File: src/hw/rtl/gfr_pkg.sv
// ---------------------------------------------------------------------------
// Gamepad frame receiver package
// Shared constants and codes for the gamepad frame receiver.
// ---------------------------------------------------------------------------
`default_nettype none

package gfr_pkg;

    // Width in bits of the elapsed-time counter, which counts milliseconds.
    localparam int ELAPSED_WIDTH = 32;

    localparam int FRAME_LEN  = 12;
    localparam int COUNT_SAT  = 13;
    localparam int CFG_WIDTH  = 16;
    localparam int OUT_WIDTH  = 80;

    localparam logic [7:0] OFFSET      = 8'h20;
    localparam logic [7:0] NEWLINE     = 8'h0A;
    localparam logic [7:0] STICK_RESET = 8'd127;

    typedef enum logic [2:0] {
        STATUS_NONE     = 3'd0,
        STATUS_OK       = 3'd1,
        STATUS_BAD_LEN  = 3'd2,
        STATUS_BAD_SUM  = 3'd3,
        STATUS_BAD_BTN  = 3'd4
    } status_t;

    typedef enum logic [1:0] {
        CFG_TIMEOUT_EN  = 2'd0,
        CFG_TIMEOUT_MS  = 2'd1,
        CFG_TICK_MS     = 2'd2,
        CFG_MAX_PRESSED = 2'd3
    } cfg_idx_t;

    typedef enum logic {
        ACT_BYTE = 1'b0,
        ACT_TICK = 1'b1
    } action_t;

endpackage

`default_nettype wire

File: src/hw/rtl/gamepad_frame_receiver_core.sv
// ---------------------------------------------------------------------------
// Gamepad frame receiver core
// Collects serial bytes into 12-byte frames, checks and unpacks them, and
// tracks link liveness from timer ticks.
// ---------------------------------------------------------------------------
// Every input word (a received byte or a timer tick) yields exactly one
// output word carrying a status code and the currently held controller
// state. The block takes one word per clock cycle while s_tready is high:
// the frame bytes live in twelve registers with a running checksum and
// counter, so a newline is checked and decoded in the same cycle it
// arrives, and the result is registered in a single output register on
// acceptance. s_tready stays high whenever that register is empty or being
// read, so throughput is one word per cycle under a free-flowing consumer.
`default_nettype none

module gamepad_frame_receiver_core (
    input  wire logic                          aclk,
    input  wire logic                          aresetn,
    // Input stream
    input  wire logic                          s_tvalid,
    output logic                               s_tready,
    input  wire logic [7:0]                    s_tdata,   // [7:0] rx_byte
    input  wire logic [0:0]                    s_tuser,   // [0] action
    // Result stream
    output logic                               m_tvalid,
    input  wire logic                          m_tready,
    // [2:0] status, [20:3] buttons, [31:21] extra_buttons, [39:32] left_x,
    // [47:40] left_y, [55:48] right_x, [63:56] right_y, [66:64] aux_buttons,
    // [68:67] side_buttons, [76:69] raw_third_byte, [77] link_alive
    output logic [gfr_pkg::OUT_WIDTH-1:0]      m_tdata,
    // Configuration write port
    input  wire logic                          cfg_we,
    input  wire logic [1:0]                    cfg_addr,
    input  wire logic [gfr_pkg::CFG_WIDTH-1:0] cfg_wdata
);
    import gfr_pkg::*;

    localparam logic [ELAPSED_WIDTH-1:0] ELAPSED_MAX = '1;

    // Configuration registers
    logic        timeout_en_reg;
    logic [15:0] timeout_ms_reg;
    logic [9:0]  tick_ms_reg;
    logic [4:0]  max_pressed_reg;

    // Receiver state
    logic [7:0]               frame_reg [FRAME_LEN];
    logic [3:0]               byte_count_reg, byte_count_next;
    logic [5:0]               xor_reg, xor_next;
    logic [ELAPSED_WIDTH-1:0] elapsed_reg, elapsed_next;
    logic [17:0]              buttons_reg, buttons_next;
    logic [10:0]              extra_reg, extra_next;
    logic [7:0]               sticks_reg [4];
    logic [7:0]               sticks_next [4];
    logic [2:0]               aux_reg, aux_next;
    logic [1:0]               side_reg, side_next;
    logic [7:0]               raw_reg, raw_next;

    // Output register
    logic                     m_valid_reg;
    logic [OUT_WIDTH-1:0]     m_data_reg, m_data_next;

    logic      s_accept;
    status_t   status_next;
    logic      is_tick;
    logic      is_newline;
    logic      store_en;
    logic [7:0] rx_off;

    // Decode of the stored frame
    logic [7:0]  d [FRAME_LEN-1];
    logic [17:0] dec_buttons;
    logic [10:0] dec_extra;
    logic [7:0]  dec_lx, dec_ly, dec_rx, dec_ry;
    logic [4:0]  pressed;
    logic [7:0]  last_byte;
    logic [7:0]  last_off;
    logic        sum_ok;
    logic [ELAPSED_WIDTH:0] elapsed_sum;
    logic        link_alive;

    assign s_tready = !m_valid_reg || m_tready;
    assign s_accept = s_tvalid && s_tready;
    assign m_tvalid = m_valid_reg;
    assign m_tdata  = m_data_reg;

    assign is_tick    = (s_tuser[0] == ACT_TICK);
    assign is_newline = !is_tick && (s_tdata == NEWLINE);
    assign rx_off     = s_tdata - OFFSET;
    assign store_en   = s_accept && !is_tick && !is_newline
                        && (byte_count_reg < 4'(FRAME_LEN));

    always_comb begin
        for (int i = 0; i < FRAME_LEN - 1; i++) begin
            d[i] = frame_reg[i] - OFFSET;
        end
        dec_buttons = {d[2][5:0], d[1][5:0], d[0][5:0]};
        dec_extra   = {d[4][4:0], d[3][5:0]};
        dec_lx      = ~(d[5] | {d[6][1:0], 6'b0});
        dec_ly      = ~{d[7][3:0], d[6][5:2]};
        dec_rx      = ~{d[8][5:0], d[7][5:4]};
        dec_ry      = ~(d[9] | {d[10][1:0], 6'b0});
        pressed     = '0;
        for (int i = 0; i < 16; i++) begin
            pressed = pressed + 5'(dec_buttons[i]);
        end
    end

    // The check byte must sit in the printable window and match the XOR.
    assign last_byte = frame_reg[FRAME_LEN-1];
    assign last_off  = last_byte - OFFSET;
    assign sum_ok    = (last_byte >= OFFSET) && (last_off[7:6] == 2'b00)
                       && (last_off[5:0] == xor_reg);

    assign elapsed_sum = {1'b0, elapsed_reg} + (ELAPSED_WIDTH+1)'(tick_ms_reg);

    always_comb begin
        byte_count_next = byte_count_reg;
        xor_next        = xor_reg;
        elapsed_next    = elapsed_reg;
        buttons_next    = buttons_reg;
        extra_next      = extra_reg;
        sticks_next     = sticks_reg;
        aux_next        = aux_reg;
        side_next       = side_reg;
        raw_next        = raw_reg;
        status_next     = STATUS_NONE;

        if (is_tick) begin
            elapsed_next = elapsed_sum[ELAPSED_WIDTH] ? ELAPSED_MAX
                                                      : elapsed_sum[ELAPSED_WIDTH-1:0];
        end else if (is_newline) begin
            byte_count_next = '0;
            xor_next        = '0;
            if (byte_count_reg != 4'(FRAME_LEN)) begin
                status_next = STATUS_BAD_LEN;
            end else if (!sum_ok) begin
                status_next = STATUS_BAD_SUM;
            end else begin
                extra_next     = dec_extra;
                sticks_next[0] = dec_lx;
                sticks_next[1] = dec_ly;
                sticks_next[2] = dec_rx;
                sticks_next[3] = dec_ry;
                aux_next       = d[10][4:2];
                side_next      = {d[10][5], d[4][5]};
                raw_next       = frame_reg[2];
                elapsed_next   = '0;
                if (pressed > max_pressed_reg) begin
                    status_next = STATUS_BAD_BTN;
                end else begin
                    status_next  = STATUS_OK;
                    buttons_next = dec_buttons;
                end
            end
        end else begin
            if (byte_count_reg < 4'(FRAME_LEN - 1)) begin
                xor_next = xor_reg ^ rx_off[5:0];
            end
            if (byte_count_reg < 4'(COUNT_SAT)) begin
                byte_count_next = byte_count_reg + 4'd1;
            end
        end
    end

    assign link_alive = !timeout_en_reg
                        || (elapsed_next < ELAPSED_WIDTH'(timeout_ms_reg));

    always_comb begin
        m_data_next = {2'b00, link_alive, raw_next, side_next, aux_next,
                       sticks_next[3], sticks_next[2], sticks_next[1], sticks_next[0],
                       extra_next, buttons_next, status_next};
    end

    always_ff @(posedge aclk) begin
        if (!aresetn) begin
            timeout_en_reg  <= 1'b0;
            timeout_ms_reg  <= '0;
            tick_ms_reg     <= 10'd1;
            max_pressed_reg <= 5'd5;
        end else if (cfg_we) begin
            case (cfg_addr)
                CFG_TIMEOUT_EN:  timeout_en_reg  <= cfg_wdata[0];
                CFG_TIMEOUT_MS:  timeout_ms_reg  <= cfg_wdata[15:0];
                CFG_TICK_MS:     tick_ms_reg     <= cfg_wdata[9:0];
                CFG_MAX_PRESSED: max_pressed_reg <= cfg_wdata[4:0];
                default: ;
            endcase
        end
    end

    // Frame bytes carry no reset; they are only read after being written.
    always_ff @(posedge aclk) begin
        if (store_en) begin
            frame_reg[byte_count_reg] <= s_tdata;
        end
    end

    always_ff @(posedge aclk) begin
        if (!aresetn) begin
            byte_count_reg <= '0;
            xor_reg        <= '0;
            elapsed_reg    <= ELAPSED_MAX;
            buttons_reg    <= '0;
            extra_reg      <= '0;
            for (int i = 0; i < 4; i++) begin
                sticks_reg[i] <= STICK_RESET;
            end
            aux_reg        <= '0;
            side_reg       <= '0;
            raw_reg        <= '0;
        end else if (s_accept) begin
            byte_count_reg <= byte_count_next;
            xor_reg        <= xor_next;
            elapsed_reg    <= elapsed_next;
            buttons_reg    <= buttons_next;
            extra_reg      <= extra_next;
            sticks_reg     <= sticks_next;
            aux_reg        <= aux_next;
            side_reg       <= side_next;
            raw_reg        <= raw_next;
        end
    end

    always_ff @(posedge aclk) begin
        if (!aresetn) begin
            m_valid_reg <= 1'b0;
        end else if (s_accept) begin
            m_valid_reg <= 1'b1;
        end else if (m_tready) begin
            m_valid_reg <= 1'b0;
        end
    end

    always_ff @(posedge aclk) begin
        if (s_accept) begin
            m_data_reg <= m_data_next;
        end
    end

    // The byte counter saturates and never runs past the long-line mark.
    assert property (@(posedge aclk) disable iff (!aresetn)
        byte_count_reg <= 4'(COUNT_SAT))
        else $error("byte counter beyond saturation");

    // A newline always restarts frame collection.
    assert property (@(posedge aclk) disable iff (!aresetn)
        s_accept && is_newline |=> byte_count_reg == '0 && xor_reg == '0)
        else $error("newline did not clear frame collection");

    // A frame that passes the checksum restarts the link timer.
    assert property (@(posedge aclk) disable iff (!aresetn)
        s_accept && (status_next == STATUS_OK || status_next == STATUS_BAD_BTN)
        |=> elapsed_reg == '0)
        else $error("good frame did not restart link timer");

    // Ticks never make the elapsed time go backward.
    assert property (@(posedge aclk) disable iff (!aresetn)
        s_accept && is_tick |=> elapsed_reg >= $past(elapsed_reg))
        else $error("elapsed time decreased on tick");

    // Input is only held off while a result waits in the output register.
    assert property (@(posedge aclk) disable iff (!aresetn)
        !s_tready |-> m_valid_reg)
        else $error("input stalled with empty output register");

endmodule

`default_nettype wire

File: config.mk
export PLATFORM = sky130hd
export DESIGN_NAME = gamepad_frame_receiver_core
export DESIGN_NICKNAME = d
export VERILOG_FILES = /design/src/hw/rtl/gfr_pkg.sv /design/src/hw/rtl/gamepad_frame_receiver_core.sv
export SDC_FILE = /design/constraint.sdc
export NUM_CORES = 1
export LEC_CHECK = 0
export ABC_AREA = 1
export BUFFER_PORTS_ARGS = -buffer_cell sky130_fd_sc_hd__buf_2
export CAP_MARGIN = 5
export CORE_MARGIN = 1.5
export CORE_UTILIZATION = 60
export CTS_CLUSTER_SIZE = 25
export DETAILED_ROUTE_END_ITERATION = 6
export GPL_TIMING_DRIVEN = 0
export HOLD_SLACK_MARGIN = 0.1
export PLACE_DENSITY = 0.77
export SKIP_CTS_REPAIR_TIMING = 1
export SYNTH_ARGS = -nofsm -noshare
export SYNTH_HDL_FRONTEND = slang
export SYNTH_SLANG_ARGS = --single-unit
File: constraint.sdc
create_clock -name aclk -period 6.1 [get_ports aclk]
set_input_delay 0 -clock aclk [delete_from_list [all_inputs] [get_ports aclk]]
set_output_delay 0 -clock aclk [all_outputs]
set_load 0.02 [all_outputs]
==> metrics.cfg, run 1 <==
[worst_setup_path]
slowest_delay_ps = 550
critical_path_required_ps = 6580
r2r-end = buttons_reg[5]
crit_path_frequent_cell = fa_1
rr_worst_depth = 20
crit_fanout = 10
arrival_ps = 5750
path_class = flop to flop
regToRegSetupSlack_ps = 830
crit_chain = inv_1 -> fa_1 -> fa_1 -> fa_1 -> fa_1 -> inv_1 -> ha_1 -> fa_1 -> nand2_1 -> a21boi_0 -> ha_1 -> nand2_1 -> nor2_1 -> nand2_1 -> a32oi_1 -> inv_1 -> nand2_4 -> clkbuf_1 -> o21ai_0 -> a21oi_1
worst-path-buf-inv = 4
crit_path_top_delay_cell = fa_1
crit_family = adder cells
endpoint_kind = flop
crit_path_start_kind = flop
rr_startpoint = frame_reg[2][1]

[logic_synthesis]
synth-edff-count = 158
yosysWarnings = 0
synth_seq_area_share_pct = 53.7
synth_flop_cell = edfxtp_1
syn_area_mm2 = 0.0144
avgSynthCellArea_um2 = 8.78
synthArstFlopShare_pct = 0
synthCells = 1640
ys_seq_elements = 307
ys_types = 55

[power_and_ir_drop]
ir_drop_v = 0.000249
power.density_mw_per_mm2 = 302
power_mw = 5.06
p_leak_nw = 7.61

[grt]
grt_max_degree = 73
grt_pass1_wl_um = 58100
grt_overflow = 0
grtUsageTotal_pct = 30.6
antenna_found_initial = 0
first_global_vias = 11200

[clock_network]
clkSinkCount = 307
numCtsBuffers = 31
cts_tree = yes
h-tree-depth = 1
path_clk_slew_ps = 60
clock_latency_ps = 560
clockBufferDepth = 3
cts_root_buf = clkbuf_16

[cells_and_area]
regArea_mm2 = 0.00773
largest_reg_flops = 80
multi_input_area_mm2 = 0.00535
antennaDiodeCount = 0
fill_cells = 1855
drive_above_1_share_pct = 14.2
area_growth_pct = 16.4
fin_nets = 1909

[floorplan]
fp.dieH_um = 158
dieArea_mm2 = 0.0249
initial_core_util_pct = 61.2
die_w_um = 158
io_pins = 114
fp.coreArea_mm2 = 0.0235
row_count = 56

[worst_hold_path]
hp-class = primary input to flop
hold-path-cell-count = 4
min_to = tick_ms_reg[9]
hp-start = cfg_wdata[9]

[place]
place_hpwl_um = 26900
place_congestion = 0.958
portBuffers = 110

[drt]
avgRoutedWirePerCell_um = 17.6
via_per_inst = 5.47
vias = 11900
routed_wl_um = 38200
drcViolationCount = 0
drt_iter0_markers = 959
dr.pass1.iters = 5
ant_nets = 0

[run]
maxCapViolations = 0

[sta]
fmax_mhz = 190
fin_skew_ps = 12.2
finalCriticalPeriod_ps = 5270
worst_pin_slew_ps = 1260
relSlewSlack_pct = 15.5
maxSlewViolCount = 0
tns_ps = 0
rsz0062_at_grt = no
finalHoldViolCount = 0
setup_viol = 0
period_share_pct = 86.4

[outcome]
status = finished, final reports clean

[tightest hold or removal path, stage by stage]
cell	delay, ps
dlygate4sd3_1	530
buf_2	120
nor2_1	40
nor2_1	90
[logic make-up after synthesis]
logic type	Yosys count	share of synthesized area, %
buffers and inverters	340	9.19
xor gates and xnor gates	15	0.912
adders and majority gates	53	5.18
and+or+nand+nor	526	16.4
DFF	307	53.7
other	1	0.0260
muxes	2	0.209
AOI/OAI and AO/OA	396	14.4
[worst max-delay path by stage]
| stage | cells after the start | end | slack (ps) | from |
|---|---|---|---|---|
| CTS | 20 | buttons_reg[7] | 840 | frame_reg[2][1] |
| global route | 20 | buttons_reg[7] | 560 | frame_reg[2][1] |
| floorplan | 21 | m_tdata[10] | 1470 | frame_reg[2][1] |
| finish | 20 | buttons_reg[5] | 830 | frame_reg[2][1] |
| detailed placement | 20 | buttons_reg[7] | 880 | frame_reg[2][1] |
| global placement | 20 | buttons_reg[7] | 1000 | frame_reg[2][1] |
[metrics by stage]
step,worst slack [ps],instance area (um2),hold WS [ps],utilization (%),cells
6_report,830,16800,272,71.2,2167
5_1_grt,562,16800,298,71.2,2167
4_1_cts,835,16400,-325,69.5,2128
3_5_place_dp,885,15400,244,65.3,2071
3_3_place_gp,998,15400,243,65.2,2070
2_1_floorplan,1470,14400,98.9,-,1641
[power breakdown]
| part | internal (mW) | switching (mW) | total [mW] |
|---|---|---|---|
| sequential | 2.29 | 0.0613 | 2.35 |
| combinational | 0.303 | 0.578 | 0.880 |
| clock | 1.05 | 0.778 | 1.82 |
| total | 3.64 | 1.42 | 5.06 |
[cell type report]
| class | instances | area share (%) |
|---|---|---|
| Buffer | 66 | 1.74 |
| Clock buffer | 49 | 5.58 |
| Clock inverter | 8 | 0.306 |
| Inverter | 274 | 6.18 |
| Multi-Input combinational cell | 994 | 31.9 |
| Sequential cell | 307 | 46.1 |
| Tap cell | 319 | 2.38 |
| Timing Repair Buffer | 150 | 5.75 |
[cell usage after synthesis (10+ instances only)]
cell      count  area (um2)
ha_1         42         526
clkbuf_1     51         191
nand2_1     263         987
nand3_1      49         245
or2_2        52         325
nand2_2      10        62.6
fa_1         11         220
dfxtp_1     149        2980
a21oi_1     150         751
o21ai_0     196         981
o21ai_1      22         110
nor2_1       96         360
edfxtp_1    158        4740
nor3_1       25         125
inv_1       267        1000
[layout by cell type (no fill, tap or decap), drive strengths merged, types with 2 or more instances in the layout]
master / n
o21bai: 2
edfxtp: 158
clkbuf: 100
dfxtp: 149
xor2: 8
or2: 53
nor4: 2
clkinvlp: 3
o31ai: 4
nor3b: 2
ha: 42
conb: 2
xnor2: 7
nand3b: 2
buf: 127
nand4: 8
nand3: 52
inv: 272
clkinv: 7
mux2: 2
nor3: 30
nand2: 275
o21ai: 219
dlygate4sd3: 38
o211ai: 5
a21oi: 151
fa: 11
a21boi: 4
nor2: 101
a31oi: 2
a211oi: 4
[metal layers]
metal  part of all wire, %  GRT usage [%]  routed length (um)
met5                     0              0                   0
met4                   2.8           9.34                1070
met3                   8.3           4.63                3150
met2                    47           50.4               17900
met1                    42           42.0               16100
(Power assumes the default switching activity.)
==> run 2: changes to the inputs <==
--- a/config.mk
+++ b/config.mk
@@ -12,9 +12,9 @@
 export CORE_UTILIZATION = 60
 export CTS_CLUSTER_SIZE = 25
 export DETAILED_ROUTE_END_ITERATION = 6
-export GPL_TIMING_DRIVEN = 0
 export HOLD_SLACK_MARGIN = 0.1
 export PLACE_DENSITY = 0.77
+export RECOVER_POWER = 25
 export SKIP_CTS_REPAIR_TIMING = 1
 export SYNTH_ARGS = -nofsm -noshare
 export SYNTH_HDL_FRONTEND = slang
==> run 2 against run 1 <==
Compared with the run above:
- the run now ends with capacitance limit, slew limit left
- combinational power shrank 6.7%
- critical path depth unchanged
- count of clock-buffer cells in the layout down 8
- register-to-register slack improved by 120 ps
- largest cell class unchanged
==> metrics.cfg, run 2 (synthesized netlist as in run 1, its figures left out) <==
[drt]
dr.pass1.iters = 6  ; +1
routed_wl_um = 33300  ; -13%
avgRoutedWirePerCell_um = 15.8  ; -10%
drt_iter0_markers = 955  ; -0.42%
ant_nets = 0  ; unchanged
via_per_inst = 5.42  ; -1.1%
drcViolationCount = 0  ; unchanged
vias = 11400  ; -4.1%

[sta]
finalHoldViolCount = 0  ; unchanged
tns_ps = 0  ; unchanged
setup_viol = 0  ; unchanged
finalCriticalPeriod_ps = 5150  ; -121 ps
rsz0062_at_grt = no
fmax_mhz = 194  ; +2.3%
fin_skew_ps = 15.8  ; +3.57 ps
worst_pin_slew_ps = 3510  ; +2250 ps
setup_slack_ps = 951  ; +121 ps
relSlewSlack_pct = -134  ; -150 points
period_share_pct = 84.4  ; -2.0 points
maxSlewViolCount = 66  ; +66

[clock_network]
numCtsBuffers = 30  ; -3.2%
cts_root_buf = clkbuf_16
h-tree-depth = 1  ; unchanged
cts_tree = yes
path_clk_slew_ps = 70  ; about the same
clock_latency_ps = 570  ; about the same
clkSinkCount = 307  ; unchanged
clockBufferDepth = 3  ; unchanged

[power_and_ir_drop]
power.density_mw_per_mm2 = 305  ; +0.95%
ir_drop_v = 0.000263  ; +5.5%
power_mw = 4.99  ; -1.4%
p_leak_nw = 7.31  ; -4.0%

[place]
place_congestion = 0.950  ; -0.86%
place_hpwl_um = 21200  ; -21%
placed_area_mm2 = 0.0151  ; -1.6%
portBuffers = 111  ; +0.91%
pre_cts_slack_ps = 978  ; +93.0 ps
dpl.cell_count = 2012  ; -2.8%

[worst_setup_path]
endpoint_kind = flop
crit_family = adder cells
cp.depth = 20  ; unchanged
arrival_ps = 5610  ; -140 ps
path_class = flop to flop
rr_startpoint = frame_reg[2][3]
crit_chain = inv_1 -> fa_1 -> fa_1 -> fa_1 -> fa_1 -> inv_1 -> ha_1 -> fa_1 -> nand2_1 -> a21boi_0 -> ha_1 -> nand2_1 -> nor2_1 -> nand2_1 -> a32oi_1 -> inv_1 -> nand2_4 -> mux2_4 -> o21ai_0 -> inv_1
critical_path.startpoint = frame_reg[2][3]
crit_path_start_kind = flop
crit_path_frequent_cell = fa_1
critical_path_required_ps = 6560  ; -20 ps
cp-endpoint = buttons_reg[16]
r2r-end = buttons_reg[16]
worst-path-buf-inv = 4  ; unchanged
slowest_delay_ps = 560  ; about the same
regToRegSetupSlack_ps = 950  ; +120 ps
crit_path_top_delay_cell = fa_1
rr_worst_depth = 20  ; unchanged
crit_fanout = 34  ; +24

[cells_and_area]
largest_reg_flops = 80  ; unchanged
fin_cells = 2101  ; -3.0%
antennaDiodeCount = 0  ; unchanged
fill_cells = 1888  ; +1.8%
fin_nets = 1843  ; -3.5%
final_common_cell = inv_1
fin_area_mm2 = 0.0164  ; -2.3%
drive_above_1_share_pct = 10.7  ; -3.5 points
mostFrequentLayoutCells = 266 x inv_1, 262 x nand2_1, 196 x o21ai_0
area_growth_pct = 13.7

[floorplan]
io_pins = 114  ; unchanged
dieArea_mm2 = 0.0249  ; unchanged
row_count = 56  ; unchanged
initial_core_util_pct = 61.2  ; unchanged
fp.dieH_um = 158  ; unchanged
die_w_um = 158  ; unchanged
fp.coreArea_mm2 = 0.0235  ; unchanged

[grt]
first_global_vias = 10400  ; -6.7%
grt_overflow = 0  ; unchanged
grt_pass1_wl_um = 52200  ; -10%
grt_max_degree = 149  ; +100%
grtUsageTotal_pct = 26.7  ; -4.0 points
antenna_found_initial = 0  ; unchanged

[run]
maxCapViolations = 1  ; +1

[worst_hold_path]
hp-class = primary input to flop

[outcome]
violations = capacitance limit, slew limit
status = complete, but fails checks

run 2: cell types whose count changed in the layout (fill, tap and decap cells not counted), sizes merged:
cell | before | now
clkbuf | 100 | 105
dlygate4sd3 | 38 | 33
buf | 127 | 54
clkinv | 7 | 13
clkinvlp | 3 | 2
bufinv | 0 | 2
run 2: layout make-up:
| type | count | area, um2 | share of cell area [%] |
|---|---|---|---|
| multi-input combinational | 994 | 5360 | 32.7 |
| clock inverter | 15 | 151 | 0.925 |
| inverter | 274 | 1040 | 6.36 |
| tap | 319 | 399 | 2.44 |
| timing repair buffer | 151 | 856 | 5.23 |
| sequential | 307 | 7730 | 47.2 |
| clock buffer | 41 | 832 | 5.08 |
run 2: worst register-to-register path, stage by stage, from the launching register on:
cell,delay (ps)
edfxtp_1,350
inv_1,80
fa_1,560
fa_1,440
fa_1,480
fa_1,490
inv_1,40
ha_1,200
fa_1,410
nand2_1,80
a21boi_0,90
ha_1,310
nand2_1,60
nor2_1,150
nand2_1,80
a32oi_1,230
inv_1,120
nand2_4,290
mux2_4,350
o21ai_0,140
inv_1,70
run 2: power by group:
part / internal [mW] / total (mW) / leakage, nW / switching [mW]
clock: 1.04 / 1.81 / 0.479 / 0.771
combinational: 0.286 / 0.821 / 4.14 / 0.535
sequential: 2.29 / 2.35 / 2.69 / 0.0613
total: 3.62 / 4.99 / 7.31 / 1.37
run 2: worst min path at each step:
stage	depth (start not counted)	from	endpoint	slack, ps
after floorplan	0	s_tdata[0]	frame_reg[0][0]	100
after global placement	3	cfg_wdata[6]	tick_ms_reg[6]	240
after detailed placement	3	cfg_wdata[8]	tick_ms_reg[8]	250
after CTS	3	cfg_wdata[8]	tick_ms_reg[8]	-340
after global routing	3	aresetn	max_pressed_reg[0]	160
final	3	aresetn	tick_ms_reg[0]	160
run 2: per-layer routing:
layer  up-vias  track usage, %  part of all wire (%)
li1       5619               -                     -
met1      5280            37.5                    43
met2       416            43.7                    47
met3        64            2.79                   7.6
met4         0            8.36                   2.2
met5         -               0                     0
run 2: stage by stage:
step           util [%]  hold WS [ps]
6_report           69.5           163
5_1_grt            69.5           159
4_1_cts            68.5          -335
2_1_floorplan         -          98.9
3_3_place_gp       64.3           238
3_5_place_dp       64.3           249
